`src/hdl/tmsa_pkg.sv`:
```
// Package for the trimmed-mean sensor averager: sizes, constants, the class
// order table and the types used by the front end and back end; the divider uses its sizes.
// Depends on nothing.
package tmsa_pkg;

	localparam int CHANNELS = 7;
	localparam int MAX_SETS = 255;

	localparam int CIW = (CHANNELS > 1) ? $clog2(CHANNELS) : 1;
	localparam int SW  = $clog2(MAX_SETS + 1);
	localparam int CLW = 3;
	localparam int MW  = 18;
	localparam int PW  = 32;
	localparam int MTW = 26;
	localparam int CTW = 40;
	localparam int AVW = 30;
	localparam int FRAC = 8;
	localparam int KW  = 10;
	localparam int DVW = SW + KW;
	localparam int DDW = CTW + FRAC;
	localparam int DCW = $clog2(DDW + 1);

	localparam int ORDER_LEN = 16;
	localparam int OJW = 4;

	localparam int FIFO_DEPTH = 2;
	localparam int FPW = (FIFO_DEPTH > 1) ? $clog2(FIFO_DEPTH) : 1;
	localparam int FCW = $clog2(FIFO_DEPTH + 1);

	localparam logic [MW-1:0]  MASS_LOW_RESET  = '1;
	localparam logic [PW-1:0]  COUNT_LOW_RESET = 32'd4000000000;
	localparam logic [KW-1:0]  THOUSAND        = 10'd1000;
	localparam logic [AVW-1:0] AVG_MAX         = '1;

	localparam logic [OJW-1:0] CLASS_ORDER [ORDER_LEN] = '{
		4'd3, 4'd6, 4'd4, 4'd0, 4'd1, 4'd2, 4'd5, 4'd7,
		4'd8, 4'd9, 4'd10, 4'd11, 4'd12, 4'd13, 4'd14, 4'd15
	};

	function automatic logic [OJW-1:0] last_order_pos();
		logic [OJW-1:0] r;
		r = '0;
		for (int k = 0; k < ORDER_LEN; k++) begin
			if (int'(CLASS_ORDER[k]) < CHANNELS) begin
				r = OJW'(k);
			end
		end
		return r;
	endfunction

	localparam logic [OJW-1:0] LAST_J = last_order_pos();

	typedef enum logic {
		CMD_ACC,
		CMD_COLLECT
	} tmsa_cmd_t;

	typedef struct packed {
		tmsa_cmd_t      cmd;
		logic           in_range;
		logic [CLW-1:0] ch;
		logic [MW-1:0]  mass;
		logic [PW-1:0]  particles;
		logic           last_in_set;
	} tmsa_item_t;

	typedef enum logic [2:0] {
		ST_IDLE,
		ST_PREP,
		ST_ERR,
		ST_LOAD,
		ST_DIV,
		ST_OUT,
		ST_CLEAR
	} tmsa_state_t;

endpackage

```
`src/hdl/tmsa_front.sv`:
```
// Front end of the averager: accepts items, classifies them and holds them
// in a short queue for the back end. Depends on tmsa_pkg.
module tmsa_front import tmsa_pkg::*; (
	input  logic           clk,
	input  logic           arst_n,
	input  logic           in_valid,
	output logic           in_ready,
	input  logic           operation,
	input  logic [CLW-1:0] channel,
	input  logic [MW-1:0]  mass,
	input  logic [PW-1:0]  particles,
	input  logic           last_in_set,
	output tmsa_item_t     head,
	output logic           head_valid,
	input  logic           pop
);

	tmsa_item_t     fifo_q [FIFO_DEPTH];
	logic [FPW-1:0] wr_ptr_q;
	logic [FPW-1:0] rd_ptr_q;
	logic [FCW-1:0] cnt_q;
	tmsa_item_t     item;
	logic           push;
	logic           do_pop;

	always_comb begin
		item.cmd         = operation ? CMD_COLLECT : CMD_ACC;
		item.in_range    = int'(channel) < CHANNELS;
		item.ch          = channel;
		item.mass        = mass;
		item.particles   = particles;
		item.last_in_set = last_in_set;
	end

	assign in_ready   = cnt_q != FCW'(FIFO_DEPTH);
	assign push       = in_valid && in_ready;
	assign head_valid = cnt_q != '0;
	assign head       = fifo_q[rd_ptr_q];
	assign do_pop     = pop && head_valid;

	always_ff @(posedge clk) begin
		if (push) begin
			fifo_q[wr_ptr_q] <= item;
		end
	end

	always_ff @(posedge clk or negedge arst_n) begin
		if (!arst_n) begin
			wr_ptr_q <= '0;
			rd_ptr_q <= '0;
			cnt_q    <= '0;
		end else begin
			if (push) begin
				wr_ptr_q <= (wr_ptr_q == FPW'(FIFO_DEPTH - 1)) ? '0 : wr_ptr_q + 1'b1;
			end
			if (do_pop) begin
				rd_ptr_q <= (rd_ptr_q == FPW'(FIFO_DEPTH - 1)) ? '0 : rd_ptr_q + 1'b1;
			end
			if (push && !do_pop) begin
				cnt_q <= cnt_q + 1'b1;
			end else if (!push && do_pop) begin
				cnt_q <= cnt_q - 1'b1;
			end
		end
	end

endmodule

```
`src/hdl/tmsa_div.sv`:
```
// Bit-serial restoring divider used for every average, one quotient bit
// per cycle. Depends on tmsa_pkg.
module tmsa_div import tmsa_pkg::*; (
	input  logic           clk,
	input  logic           arst_n,
	input  logic           start,
	input  logic [DDW-1:0] dividend,
	input  logic [DVW-1:0] divisor,
	output logic           busy,
	output logic [DDW-1:0] quotient
);

	logic           busy_q;
	logic [DCW-1:0] cnt_q;
	logic [DDW-1:0] quo_q;
	logic [DVW-1:0] rem_q;
	logic [DVW-1:0] dvs_q;
	logic [DVW:0]   trial;
	logic [DVW:0]   diff;
	logic           ge;

	assign trial    = {rem_q, quo_q[DDW-1]};
	assign diff     = trial - {1'b0, dvs_q};
	assign ge       = trial >= {1'b0, dvs_q};
	assign busy     = busy_q;
	assign quotient = quo_q;

	always_ff @(posedge clk) begin
		if (start) begin
			quo_q <= dividend;
			rem_q <= '0;
			dvs_q <= divisor;
		end else if (busy_q) begin
			quo_q <= {quo_q[DDW-2:0], ge};
			rem_q <= ge ? diff[DVW-1:0] : trial[DVW-1:0];
		end
	end

	always_ff @(posedge clk or negedge arst_n) begin
		if (!arst_n) begin
			busy_q <= 1'b0;
			cnt_q  <= '0;
		end else if (start) begin
			busy_q <= 1'b1;
			cnt_q  <= DCW'(DDW);
		end else if (busy_q) begin
			cnt_q <= cnt_q - 1'b1;
			if (cnt_q == DCW'(1)) begin
				busy_q <= 1'b0;
			end
		end
	end

endmodule

```
`src/hdl/tmsa_back.sv`:
```
// Back end of the averager: per-class accumulators, the collect sequencer
// and the result register. Depends on tmsa_pkg and tmsa_div.
module tmsa_back import tmsa_pkg::*; (
	input  logic           clk,
	input  logic           arst_n,
	input  tmsa_item_t     head,
	input  logic           head_valid,
	output logic           pop,
	output logic           out_valid,
	input  logic           out_ready,
	output logic           kind,
	output logic [CLW-1:0] class_index,
	output logic [AVW-1:0] average,
	output logic           status,
	output logic           last
);

	logic [MTW-1:0] mass_total_q  [CHANNELS];
	logic [MW-1:0]  mass_low_q    [CHANNELS];
	logic [MW-1:0]  mass_high_q   [CHANNELS];
	logic [CTW-1:0] count_total_q [CHANNELS];
	logic [PW-1:0]  count_low_q   [CHANNELS];
	logic [PW-1:0]  count_high_q  [CHANNELS];
	logic [SW-1:0]  sets_q;

	tmsa_state_t    state_q;
	tmsa_state_t    state_next;
	logic           pass_q;
	logic [OJW-1:0] j_q;
	logic [SW-1:0]  n_q;
	logic [DVW-1:0] n1000_q;
	logic           trim_q;

	logic           out_valid_q;
	logic           kind_q;
	logic [CLW-1:0] class_q;
	logic [AVW-1:0] avg_q;
	logic           status_q;
	logic           last_q;

	logic           acc_en;
	logic           acc_write;
	logic           prep_en;
	logic           err_load;
	logic           res_load;
	logic           j_step;
	logic           pass_flip;
	logic           div_start;
	logic           clr;
	logic           out_free;
	logic           class_ok;
	logic           is_last_j;

	logic [CIW-1:0] addr;
	logic [MTW-1:0] rd_mt;
	logic [MW-1:0]  rd_ml;
	logic [MW-1:0]  rd_mh;
	logic [CTW-1:0] rd_ct;
	logic [PW-1:0]  rd_cl;
	logic [PW-1:0]  rd_ch;

	logic [MTW:0]   mt_sum;
	logic [CTW:0]   ct_sum;
	logic [MTW-1:0] mt_new;
	logic [CTW-1:0] ct_new;

	logic [SW-1:0]  n_c;
	logic [DVW-1:0] n1000_c;
	logic [MW:0]    m_drop;
	logic [PW:0]    c_drop;
	logic [MTW-1:0] m_trim;
	logic [CTW-1:0] c_trim;
	logic [DDW-1:0] dividend;
	logic [DVW-1:0] divisor;
	logic           div_busy;
	logic [DDW-1:0] quotient;
	logic [AVW-1:0] avg_sat;

	assign out_free  = !out_valid_q || out_ready;
	assign class_ok  = int'(CLASS_ORDER[j_q]) < CHANNELS;
	assign is_last_j = j_q == LAST_J;

	assign addr  = (state_q == ST_IDLE) ? CIW'(head.ch) : CIW'(CLASS_ORDER[j_q]);
	assign rd_mt = mass_total_q[addr];
	assign rd_ml = mass_low_q[addr];
	assign rd_mh = mass_high_q[addr];
	assign rd_ct = count_total_q[addr];
	assign rd_cl = count_low_q[addr];
	assign rd_ch = count_high_q[addr];

	assign mt_sum = {1'b0, rd_mt} + (MTW + 1)'(head.mass);
	assign ct_sum = {1'b0, rd_ct} + (CTW + 1)'(head.particles);
	assign mt_new = mt_sum[MTW] ? '1 : mt_sum[MTW-1:0];
	assign ct_new = ct_sum[CTW] ? '1 : ct_sum[CTW-1:0];

	assign n_c     = (sets_q > SW'(2)) ? sets_q - SW'(2) : sets_q;
	assign n1000_c = DVW'(n_c) * DVW'(THOUSAND);

	always_comb begin
		m_drop = (MW + 1)'(rd_ml) + (MW + 1)'(rd_mh);
		c_drop = (PW + 1)'(rd_cl) + (PW + 1)'(rd_ch);
		if (!trim_q) begin
			m_trim = rd_mt;
		end else if (rd_mt > MTW'(m_drop)) begin
			m_trim = rd_mt - MTW'(m_drop);
		end else begin
			m_trim = '0;
		end
		if (!trim_q) begin
			c_trim = rd_ct;
		end else if (rd_ct > CTW'(c_drop)) begin
			c_trim = rd_ct - CTW'(c_drop);
		end else begin
			c_trim = '0;
		end
		dividend = pass_q ? {c_trim, {FRAC{1'b0}}} : DDW'(m_trim);
		divisor  = pass_q ? n1000_q : DVW'(n_q);
	end

	assign avg_sat = (|quotient[DDW-1:AVW]) ? AVG_MAX : quotient[AVW-1:0];

	tmsa_div u_div (
		.clk      (clk),
		.arst_n   (arst_n),
		.start    (div_start),
		.dividend (dividend),
		.divisor  (divisor),
		.busy     (div_busy),
		.quotient (quotient)
	);

	always_comb begin
		state_next = state_q;
		case (state_q)
			ST_IDLE: begin
				if (head_valid && head.cmd == CMD_COLLECT) begin
					state_next = ST_PREP;
				end
			end
			ST_PREP: begin
				state_next = (sets_q == '0) ? ST_ERR : ST_LOAD;
			end
			ST_ERR: begin
				if (out_free) begin
					state_next = ST_CLEAR;
				end
			end
			ST_LOAD: begin
				if (class_ok) begin
					state_next = ST_DIV;
				end
			end
			ST_DIV: begin
				if (!div_busy) begin
					state_next = ST_OUT;
				end
			end
			ST_OUT: begin
				if (out_free) begin
					state_next = (is_last_j && pass_q) ? ST_CLEAR : ST_LOAD;
				end
			end
			ST_CLEAR: begin
				state_next = ST_IDLE;
			end
			default: begin
				state_next = ST_IDLE;
			end
		endcase
	end

	always_comb begin
		pop       = 1'b0;
		acc_en    = 1'b0;
		prep_en   = 1'b0;
		err_load  = 1'b0;
		res_load  = 1'b0;
		j_step    = 1'b0;
		pass_flip = 1'b0;
		div_start = 1'b0;
		clr       = 1'b0;
		case (state_q)
			ST_IDLE: begin
				pop    = head_valid;
				acc_en = head_valid && head.cmd == CMD_ACC && int'(sets_q) < MAX_SETS;
			end
			ST_PREP: begin
				prep_en = 1'b1;
			end
			ST_ERR: begin
				err_load = out_free;
			end
			ST_LOAD: begin
				div_start = class_ok;
				j_step    = !class_ok;
			end
			ST_OUT: begin
				res_load  = out_free;
				j_step    = out_free && !is_last_j;
				pass_flip = out_free && is_last_j && !pass_q;
			end
			ST_CLEAR: begin
				clr = 1'b1;
			end
			default: begin
				pop = 1'b0;
			end
		endcase
	end

	assign acc_write = acc_en && head.in_range;

	always_ff @(posedge clk or negedge arst_n) begin
		if (!arst_n) begin
			state_q <= ST_IDLE;
			pass_q  <= 1'b0;
			j_q     <= '0;
			n_q     <= '0;
			n1000_q <= '0;
			trim_q  <= 1'b0;
		end else begin
			state_q <= state_next;
			if (prep_en) begin
				pass_q  <= 1'b0;
				j_q     <= '0;
				n_q     <= n_c;
				n1000_q <= n1000_c;
				trim_q  <= sets_q > SW'(2);
			end else if (pass_flip) begin
				pass_q <= 1'b1;
				j_q    <= '0;
			end else if (j_step) begin
				j_q <= j_q + 1'b1;
			end
		end
	end

	always_ff @(posedge clk or negedge arst_n) begin
		if (!arst_n) begin
			sets_q <= '0;
			for (int i = 0; i < CHANNELS; i++) begin
				mass_total_q[i]  <= '0;
				mass_low_q[i]    <= MASS_LOW_RESET;
				mass_high_q[i]   <= '0;
				count_total_q[i] <= '0;
				count_low_q[i]   <= COUNT_LOW_RESET;
				count_high_q[i]  <= '0;
			end
		end else if (clr) begin
			sets_q <= '0;
			for (int i = 0; i < CHANNELS; i++) begin
				mass_total_q[i]  <= '0;
				mass_low_q[i]    <= MASS_LOW_RESET;
				mass_high_q[i]   <= '0;
				count_total_q[i] <= '0;
				count_low_q[i]   <= COUNT_LOW_RESET;
				count_high_q[i]  <= '0;
			end
		end else begin
			if (acc_en && head.last_in_set) begin
				sets_q <= sets_q + 1'b1;
			end
			for (int i = 0; i < CHANNELS; i++) begin
				if (acc_write && addr == CIW'(i)) begin
					mass_total_q[i]  <= mt_new;
					count_total_q[i] <= ct_new;
					if (head.mass < rd_ml) begin
						mass_low_q[i] <= head.mass;
					end
					if (head.mass > rd_mh) begin
						mass_high_q[i] <= head.mass;
					end
					if (head.particles < rd_cl) begin
						count_low_q[i] <= head.particles;
					end
					if (head.particles > rd_ch) begin
						count_high_q[i] <= head.particles;
					end
				end
			end
		end
	end

	always_ff @(posedge clk) begin
		if (err_load) begin
			kind_q   <= 1'b0;
			class_q  <= '0;
			avg_q    <= '0;
			status_q <= 1'b1;
			last_q   <= 1'b1;
		end else if (res_load) begin
			kind_q   <= pass_q;
			class_q  <= CLW'(CLASS_ORDER[j_q]);
			avg_q    <= avg_sat;
			status_q <= 1'b0;
			last_q   <= pass_q && is_last_j;
		end
	end

	always_ff @(posedge clk or negedge arst_n) begin
		if (!arst_n) begin
			out_valid_q <= 1'b0;
		end else if (err_load || res_load) begin
			out_valid_q <= 1'b1;
		end else if (out_ready) begin
			out_valid_q <= 1'b0;
		end
	end

	assign out_valid   = out_valid_q;
	assign kind        = kind_q;
	assign class_index = class_q;
	assign average     = avg_q;
	assign status      = status_q;
	assign last        = last_q;

endmodule

```
`src/hdl/trimmed_mean_sensor_averager_core.sv`:
```
// An accumulate item passes through the input queue and, when the back end is idle,
// updates its class accumulators as it is popped, so accumulate items flow at one
// per cycle while no collect is in progress. A collect item produces 14 results,
// each from the 48-step bit-serial divider, or one error result if no set was recorded.
// Reset clears all accumulators, the set count, the input queue and the result valid flag.
// Top level of the averager. Depends on tmsa_pkg, tmsa_front and tmsa_back.
module trimmed_mean_sensor_averager_core import tmsa_pkg::*; (
	input  logic           clk,
	input  logic           arst_n,
	input  logic           in_valid,
	output logic           in_ready,
	input  logic           operation,
	input  logic [CLW-1:0] channel,
	input  logic [MW-1:0]  mass,
	input  logic [PW-1:0]  particles,
	input  logic           last_in_set,
	output logic           out_valid,
	input  logic           out_ready,
	output logic           kind,
	output logic [CLW-1:0] class_index,
	output logic [AVW-1:0] average,
	output logic           status,
	output logic           last
);

	tmsa_item_t head;
	logic       head_valid;
	logic       pop;

	tmsa_front u_front (
		.clk         (clk),
		.arst_n      (arst_n),
		.in_valid    (in_valid),
		.in_ready    (in_ready),
		.operation   (operation),
		.channel     (channel),
		.mass        (mass),
		.particles   (particles),
		.last_in_set (last_in_set),
		.head        (head),
		.head_valid  (head_valid),
		.pop         (pop)
	);

	tmsa_back u_back (
		.clk         (clk),
		.arst_n      (arst_n),
		.head        (head),
		.head_valid  (head_valid),
		.pop         (pop),
		.out_valid   (out_valid),
		.out_ready   (out_ready),
		.kind        (kind),
		.class_index (class_index),
		.average     (average),
		.status      (status),
		.last        (last)
	);

endmodule

```
`config.mk`:
```
export PLATFORM = sky130hd
export DESIGN_NAME = trimmed_mean_sensor_averager_core
export DESIGN_NICKNAME = d
export VERILOG_FILES = /design/src/hdl/tmsa_pkg.sv /design/src/hdl/tmsa_front.sv /design/src/hdl/tmsa_div.sv /design/src/hdl/tmsa_back.sv /design/src/hdl/trimmed_mean_sensor_averager_core.sv
export SDC_FILE = /design/constraint.sdc
export NUM_CORES = 2
export LEC_CHECK = 0
export ABC_AREA = 0
export CAP_MARGIN = 20
export CORE_UTILIZATION = 30
export CTS_CLUSTER_SIZE = 10
export DETAILED_ROUTE_END_ITERATION = 10
export DONT_BUFFER_PORTS = 1
export PLACE_DENSITY = 0.49
export SLEW_MARGIN = 30
export SYNTH_ARGS = -nofsm -noshare
export SYNTH_HDL_FRONTEND = slang
export SYNTH_SLANG_ARGS = --single-unit
export TNS_END_PERCENT = 50
```
`constraint.sdc`:
```
create_clock -name clk -period 9.2 [get_ports clk]
set_input_delay 2.3 -clock clk [delete_from_list [all_inputs] [get_ports clk]]
set_output_delay 2.3 -clock clk [all_outputs]
set_load 0.02 [all_outputs]
```
Word-level counts from Yosys, hierarchy flattened
Memory sizes are Yosys's and may differ from the RTL's.
Cells that the tools add are included.

storage, ports and cells
  register bits after elaboration = 1334
  bits in latches = 0
  memory bits (writable) = 112
  ROM bits = 64
  input bits = 59
  output and inout port bits = 38
  word-level logic and storage cells = 322
  memories kept = 2

memories
  memory           depth  width  read ports  clocked after Yosys merged registers in  wr ports  line              source
  u_front.fifo_q   2      56     1           0                                        1         tmsa_front.sv:18  tmsa_item_t fifo_q [FIFO_DEPTH];
  (no name shown)  16     4      1           0                                        0         tmsa_back.sv:83   assign addr = (state_q == ST_IDLE) ? CIW'(head.ch) : CIW'(CLASS_ORDER[j_q]);

cells by class
  $add $sub $neg = 15
  multipliers = 1
  div/mod/pow operators = 0
  magnitude comparators = 13
  equal/unequal tests = 20
  shift operators = 0
  multiplexer cells = 124
  bitwise logic cells = 3
  reduce and logical (&&, ||, !) cells = 79

operators by type and width
  kind                                                        count
  32-bit two-way mux                                          20
  40-bit two-way mux                                          12
  224-bit two-way mux                                         2
  18-bit two-way mux                                          21
  26-bit two-way mux                                          12
  280-bit two-way mux                                         1
  126-bit two-way mux                                         2
  32-bit binary-select mux with 3-bit select                  2
  182-bit two-way mux                                         1
  48-bit two-way mux                                          3
  40-bit binary-select mux with 3-bit select                  1
  18-bit binary-select mux with 3-bit select                  2
  26-bit binary-select mux with 3-bit select                  1
  2-bit AND reduction                                         28
  40-bit by 32-bit adder with 41-bit output                   1
  40-bit by 33-bit greater-than comparator with 1-bit output  1
  40-bit by 33-bit subtractor with 40-bit output              1
  2-bit nonzero test                                          17
  32-bit by 32-bit adder with 33-bit output                   1
  32-bit greater-than comparator                              1
  32-bit < comparator                                         1
  8-bit two-way mux                                           4
  30-bit two-way mux                                          1
  26-bit by 18-bit adder with 27-bit output                   1
  other kinds (46)                                            118

Depth between registers and ports, before layout
  depth after elaboration = 15
  mapped depth = 44
  mapped depth without buffers = 33

By module
A second synthesis with hierarchy kept.

unflattened totals
  cells, all modules = 8212
  area, all modules = 79085.8 µm²

modules (own cells, without submodules)
  module      instances  cells an instance  area an instance (µm²)  sequential area each (µm²)
  tmsa_back   1          7619               70034.7                 31046.0
  tmsa_div    1          400                4690.7                  2517.4
  tmsa_front  1          193                4360.4                  3463.3

Worst setup path after synthesis
No wires, ideal clock.

  kind = register to register
  start = register u_back.state_q[0]
  end = register u_back.u_div.quo_q[41] (netlist: u_back.u_div.quotient[41]) (data pin)
  setup time = 0.257 ns
  data arrival time = 7.550 ns
  data required time = 8.943 ns
  setup slack = 1.393 ns
  stages on the path, launching flop included = 39
  path buffers = 8
  clock period less this slack = 7.807 ns
  path through = dfrtp_1 -> buf_2 -> nor3_2 -> buf_2 -> o21a_1 -> buf_2 -> buf_2 -> clkbuf_1 -> clkbuf_1 -> clkbuf_1 -> clkbuf_1 -> mux4_2 -> nand2_1 -> o21ai_0 -> ha_1 -> inv_1 -> fa_1 -> nor2b_1 -> [... 3 more ...] -> a21oi_1 -> nor2b_1 -> o21a_1 -> o21ai_0 -> nand2b_1 -> a21oi_1 -> xor2_1 -> ha_1 -> a21oi_1 -> o21ai_0 -> a2111oi_0 -> o31ai_1 -> a41oi_1 -> o21ai_0 -> a21oi_1 -> nor2b_1 -> xor2_1 -> o21ai_1

on the way
  longest elaborated chain between the ends = 12
  elaborated cells between the ends (all ways) = 21
  those cells by class = add/sub (2); order compare (1); eq/ne (1); mux (15); bitwise (1); reduce/logical (1)

RTL lines
  item                                                                                                                                 line                                               source
  from (decl)                                                                                                                          tmsa_back.sv:26                                    tmsa_state_t state_q;
  from (signal assigned)                                                                                                               tmsa_back.sv:222                                   state_q <= state_next;
  3-bit logical NOT                                                                                                                    tmsa_back.sv:83
  3-bit two-way mux                                                                                                                    tmsa_back.sv:83
  3-bit inverter with 4-bit output (implied by the code)                                                                               tmsa_back.sv:87, tmsa_back.sv:88, tmsa_back.sv:89
  32-bit binary-select mux with 3-bit select, on equally long branches                                                                 tmsa_back.sv:88, tmsa_back.sv:89
  32-bit two-way mux, on equally long branches (2 in series)                                                                           tmsa_back.sv:88, tmsa_back.sv:89
  32-bit by 32-bit adder with 33-bit output                                                                                            tmsa_back.sv:101                                   c_drop = (PW + 1)'(rd_cl) + (PW + 1)'(rd_ch);
  40-bit by 33-bit subtractor with 40-bit output / 40-bit by 33-bit greater-than comparator with 1-bit output (equally long branches)  tmsa_back.sv:112, tmsa_back.sv:111
  40-bit two-way mux                                                                                                                   tmsa_back.sv:111                                   end else if (rd_ct > CTW'(c_drop)) begin
  40-bit two-way mux                                                                                                                   tmsa_back.sv:109                                   if (!trim_q) begin
  48-bit two-way mux                                                                                                                   tmsa_back.sv:116                                   dividend = pass_q ? {c_trim, {FRAC{1'b0}}} : DDW'(m_trim);
  48-bit two-way mux *                                                                                                                 tmsa_div.sv:29                                     if (start) begin
  to (signal assigned)                                                                                                                 tmsa_div.sv:30                                     quo_q <= dividend;
  to (signal assigned)                                                                                                                 tmsa_div.sv:34                                     quo_q <= {quo_q[DDW-2:0], ge};
  to (decl)                                                                                                                            tmsa_div.sv:15                                     logic [DDW-1:0] quo_q;

Every way passes the cells marked *; elsewhere a longest branch is shown, timed or not. The select of a mux whose other input is x is not followed.
A chain may end at the register's enable or synchronous reset.

Final worst setup path
  start = register u_back.j_q[1]
  end = register u_back.u_div.quo_q[41] (netlist: u_back.u_div.quotient[41]) (data pin)

on the way
  longest elaborated chain between the ends = 15
  elaborated cells between the ends (all ways) = 24
  those cells by class = add/sub (2); order compare (2); mux (17); bitwise (2); memory (1)

RTL lines
  item                                                                                                                                 line                                               source
  from (decl)                                                                                                                          tmsa_back.sv:29                                    logic [OJW-1:0] j_q;
  from (signal assigned)                                                                                                               tmsa_back.sv:233                                   j_q <= j_q + 1'b1;
  4-bit inverter with 5-bit output (implied by the code) *                                                                             tmsa_back.sv:80, tmsa_back.sv:83
  memory read 16 x 4 bit *                                                                                                             --
  4-bit two-way mux * (2 in series)                                                                                                    --
  3-bit two-way mux                                                                                                                    tmsa_back.sv:83
  3-bit inverter with 4-bit output (implied by the code)                                                                               tmsa_back.sv:87, tmsa_back.sv:88, tmsa_back.sv:89
  32-bit binary-select mux with 3-bit select, on equally long branches                                                                 tmsa_back.sv:88, tmsa_back.sv:89
  32-bit two-way mux, on equally long branches (2 in series)                                                                           tmsa_back.sv:88, tmsa_back.sv:89
  32-bit by 32-bit adder with 33-bit output                                                                                            tmsa_back.sv:101
  40-bit by 33-bit subtractor with 40-bit output / 40-bit by 33-bit greater-than comparator with 1-bit output (equally long branches)  tmsa_back.sv:112, tmsa_back.sv:111
  40-bit two-way mux                                                                                                                   tmsa_back.sv:111
  40-bit two-way mux                                                                                                                   tmsa_back.sv:109
  48-bit two-way mux                                                                                                                   tmsa_back.sv:116
  48-bit two-way mux *                                                                                                                 tmsa_div.sv:29

Marks and branches as above.

==> run metrics <==
status finished, final reports clean; Synth Flop Type dfrtp_1; initial drt markers 5,219; Worst Path Required 9.80 ns; via count 62,300; Final Net Count 8,284; most frequent cell after synthesis nand2_1; post-route ant nets 0; worst path arrival time 9.35 ns; cell chosen for the clock root clkbuf_16; drt first pass iters 6; Seq/Total Area, Yosys 46.9%; setup TNS 0 ns; ys async rst share 83.9%; placed insts 11,200; Starting Density 30.3%; layout cells sized above 1 13.0%; Finished Layout Cells 11,500; Post-DP HPWL 176,000 um; Syn Std Cell Area 78,900 sq um; aggregate global-route resource usage 20.0%; Synth area leaders dfrtp_1 32%, dfstp_2 7.2%, edfxtp_1 6.8%, o21ai_0 5.8%, nand2_1 5.3%; CP max FO 23; CTS buffer count 176; actual slew at the worst max-slew pin 1.03 ns; CP Launch Type register; Tcrit/Tclk final 95.1%; Die H 515 um; IO Port Bufs 0; synthesized net count 8,514; final setup violation count 0; RSZ-0062 raised after global routing false; setup repair bufs after CTS 0; Final Hold Vio Count 0; core region area 260,000 sq um; largest area contributor in the netlist dfrtp_1; Post-synth top cells 1,107 x nand2_1, 995 x dfrtp_1, 907 x o21ai_0, 775 x a21oi_1, 537 x nor2_1; CTS Sinks 1,444; Critical Path Max Stage Delay 0.57 ns; IO Count 97; f_max 114 MHz; final WL 268,000 um; Rel. slew slack 29.6%; Critical Path Slowest Stage Cell a2111oi_0; later-pin clock latency in the skew report 0.88 ns; die width 515 um; final design utilization 34.0%; gr ovfl total 0; placer congestion estimate 0.877; initial antenna violation count 19; Reg2Reg Setup Slack 0.45 ns; Rows 187; first-pass GRT wire length 405,000 um; Fin Clk Skew 0.0746 ns; drt wl/cell 23.2 um; H-tree depth 4; Clock Path Buffers 3; Post-route DRC 0; final worst-path setup slack 0.450 ns; critical path class register to register; syn_area_per_cell 9.73 sq um; fin crit period 8.75 ns; Area Overhead vs Synth 12.2%; cells after synthesis 8,110; CP most frequent cell a21oi_1; largest net degree at the start of global routing 181; Worst Hold Class register to register; #FFs+latches synth 1,444; distinct cell type count of the synthesized netlist 107; Synth Warn # 0; CP Capture Type register; die area 265,000 sq um; Slew Limit Fails 0; max cap viols 0; Post-synth EDFFs 178; Vias/cell 5.41; top-area cell type share of the netlist area 31.6%; CTS tree done; hold buffers post-CTS 0; number of global-route vias before repair 61,600; Worst-path clk slew 0.06 ns; Place WS 0.284 ns
-- cell type report --
cell class,count,area (sq um)
Multi-Input combinational cell,5843,38900
Inverter,236,886
Clock inverter,32,547
Antenna cell,13,32.5
Timing Repair Buffer,179,1730
Sequential cell,1444,37000
Tap cell,3496,4370
Fill cell,26300,172000
Clock buffer,279,5000
-- cell usage in the layout, fill, tap and decap left out, drive strengths merged, types with 15 or more instances in the layout --
cell,n
o21a,43
o211ai,22
a31oi,15
dfxtp,54
nor2b,40
o22ai,18
o21ai,932
nor3,116
mux2,44
edfxtp,178
fa,30
o221a,30
inv,221
clkbuf,279
or3,20
nand2b,33
mux4,141
o21bai,17
nand3,267
a22o,87
dfstp,217
dfrtp,995
nor2,554
buf,179
clkinv,44
a21o,100
nand2,1115
mux2i,375
a211oi,228
nand4,37
xor2,70
ha,315
xnor2,109
o31ai,41
a21oi,779
and2,26
and3,43
-- flip-flops by register name (all words and copies together) (netlist names), 13 cells and up --
signal	count
u_back.u_div.dvs_q	18
u_back.count_high_q	224
u_back.average	30
u_back.mass_low_q	126
u_back.u_div.quotient	48
u_front.fifo_q	112
u_back.count_total_q	280
u_back.count_low_q	224
u_back.u_div.rem_q	18
u_back.mass_high_q	126
u_back.mass_total_q	182
u_back.n1000_q	13
-- path summary, 6_finish.rpt --
kind                                         from                        end  depth (start not counted)
max in group asynchronous                  arst_n    u_back.count_high_q[82]                          3
min in group asynchronous                  arst_n     u_back.mass_high_q[67]                          1
worst max register to register      u_back.j_q[1]  u_back.u_div.quotient[41]                         31
worst min register to register  u_back.n1000_q[9]          u_back.n1000_q[9]                          2
worst max-delay path                u_back.j_q[1]  u_back.u_div.quotient[41]                         31
worst min-delay path            u_back.n1000_q[9]          u_back.n1000_q[9]                          2
-- logic make-up (layout without fill, tap and decap cells) --
| family | after synthesis | in the layout | share of synthesized area (%) |
|---|---|---|---|
| flops | 1444 | 1444 | 46.9 |
| xor+xnor | 179 | 179 | 1.99 |
| fa+ha+maj | 345 | 345 | 5.76 |
| other cells | 0 | 13 | 0 |
| compound gates | 2451 | 2451 | 19.1 |
| simple gates | 2308 | 2308 | 12.7 |
| buf+inv | 823 | 726 | 4.14 |
| mux | 560 | 560 | 9.41 |
-- metal layers --
metal  track usage [%]  vias up  routed length [um]
met5                 0        -                 111
met4              5.27       16                6390
met3              3.76      368               18400
met2              30.4     1962              118000
met1              28.8    31400              125000
li1                  -    28500                   -
-- stage by stage --
stage	instance area, sq um	hold slack, ns
2_1_floorplan	78900	0.442
3_3_place_gp	82800	0.453
3_5_place_dp	82900	0.463
4_1_cts	88400	0.475
5_1_grt	88500	0.494
6_report	88500	0.468
-- worst max-delay path, delay by kind of cell, from the launching register on --
kind,cells,cell delay (ns)
and+or+nand+nor,7,1.03
DFF,1,0.52
muxes,1,0.51
adders and majority gates,2,0.73
buffers and inverters,2,0.47
xor gates and xnor gates,2,0.45
AOI/OAI and AO/OA,17,4.76
-- repair_timing --
item	CTS	global route
hold endpoints to repair	0	0
gates resized for setup	0	2
endpoints found under the setup margin	0	23
Power is not shown: default switching activity piles up to over one toggle a cycle in this logic, so the estimate is an artifact.
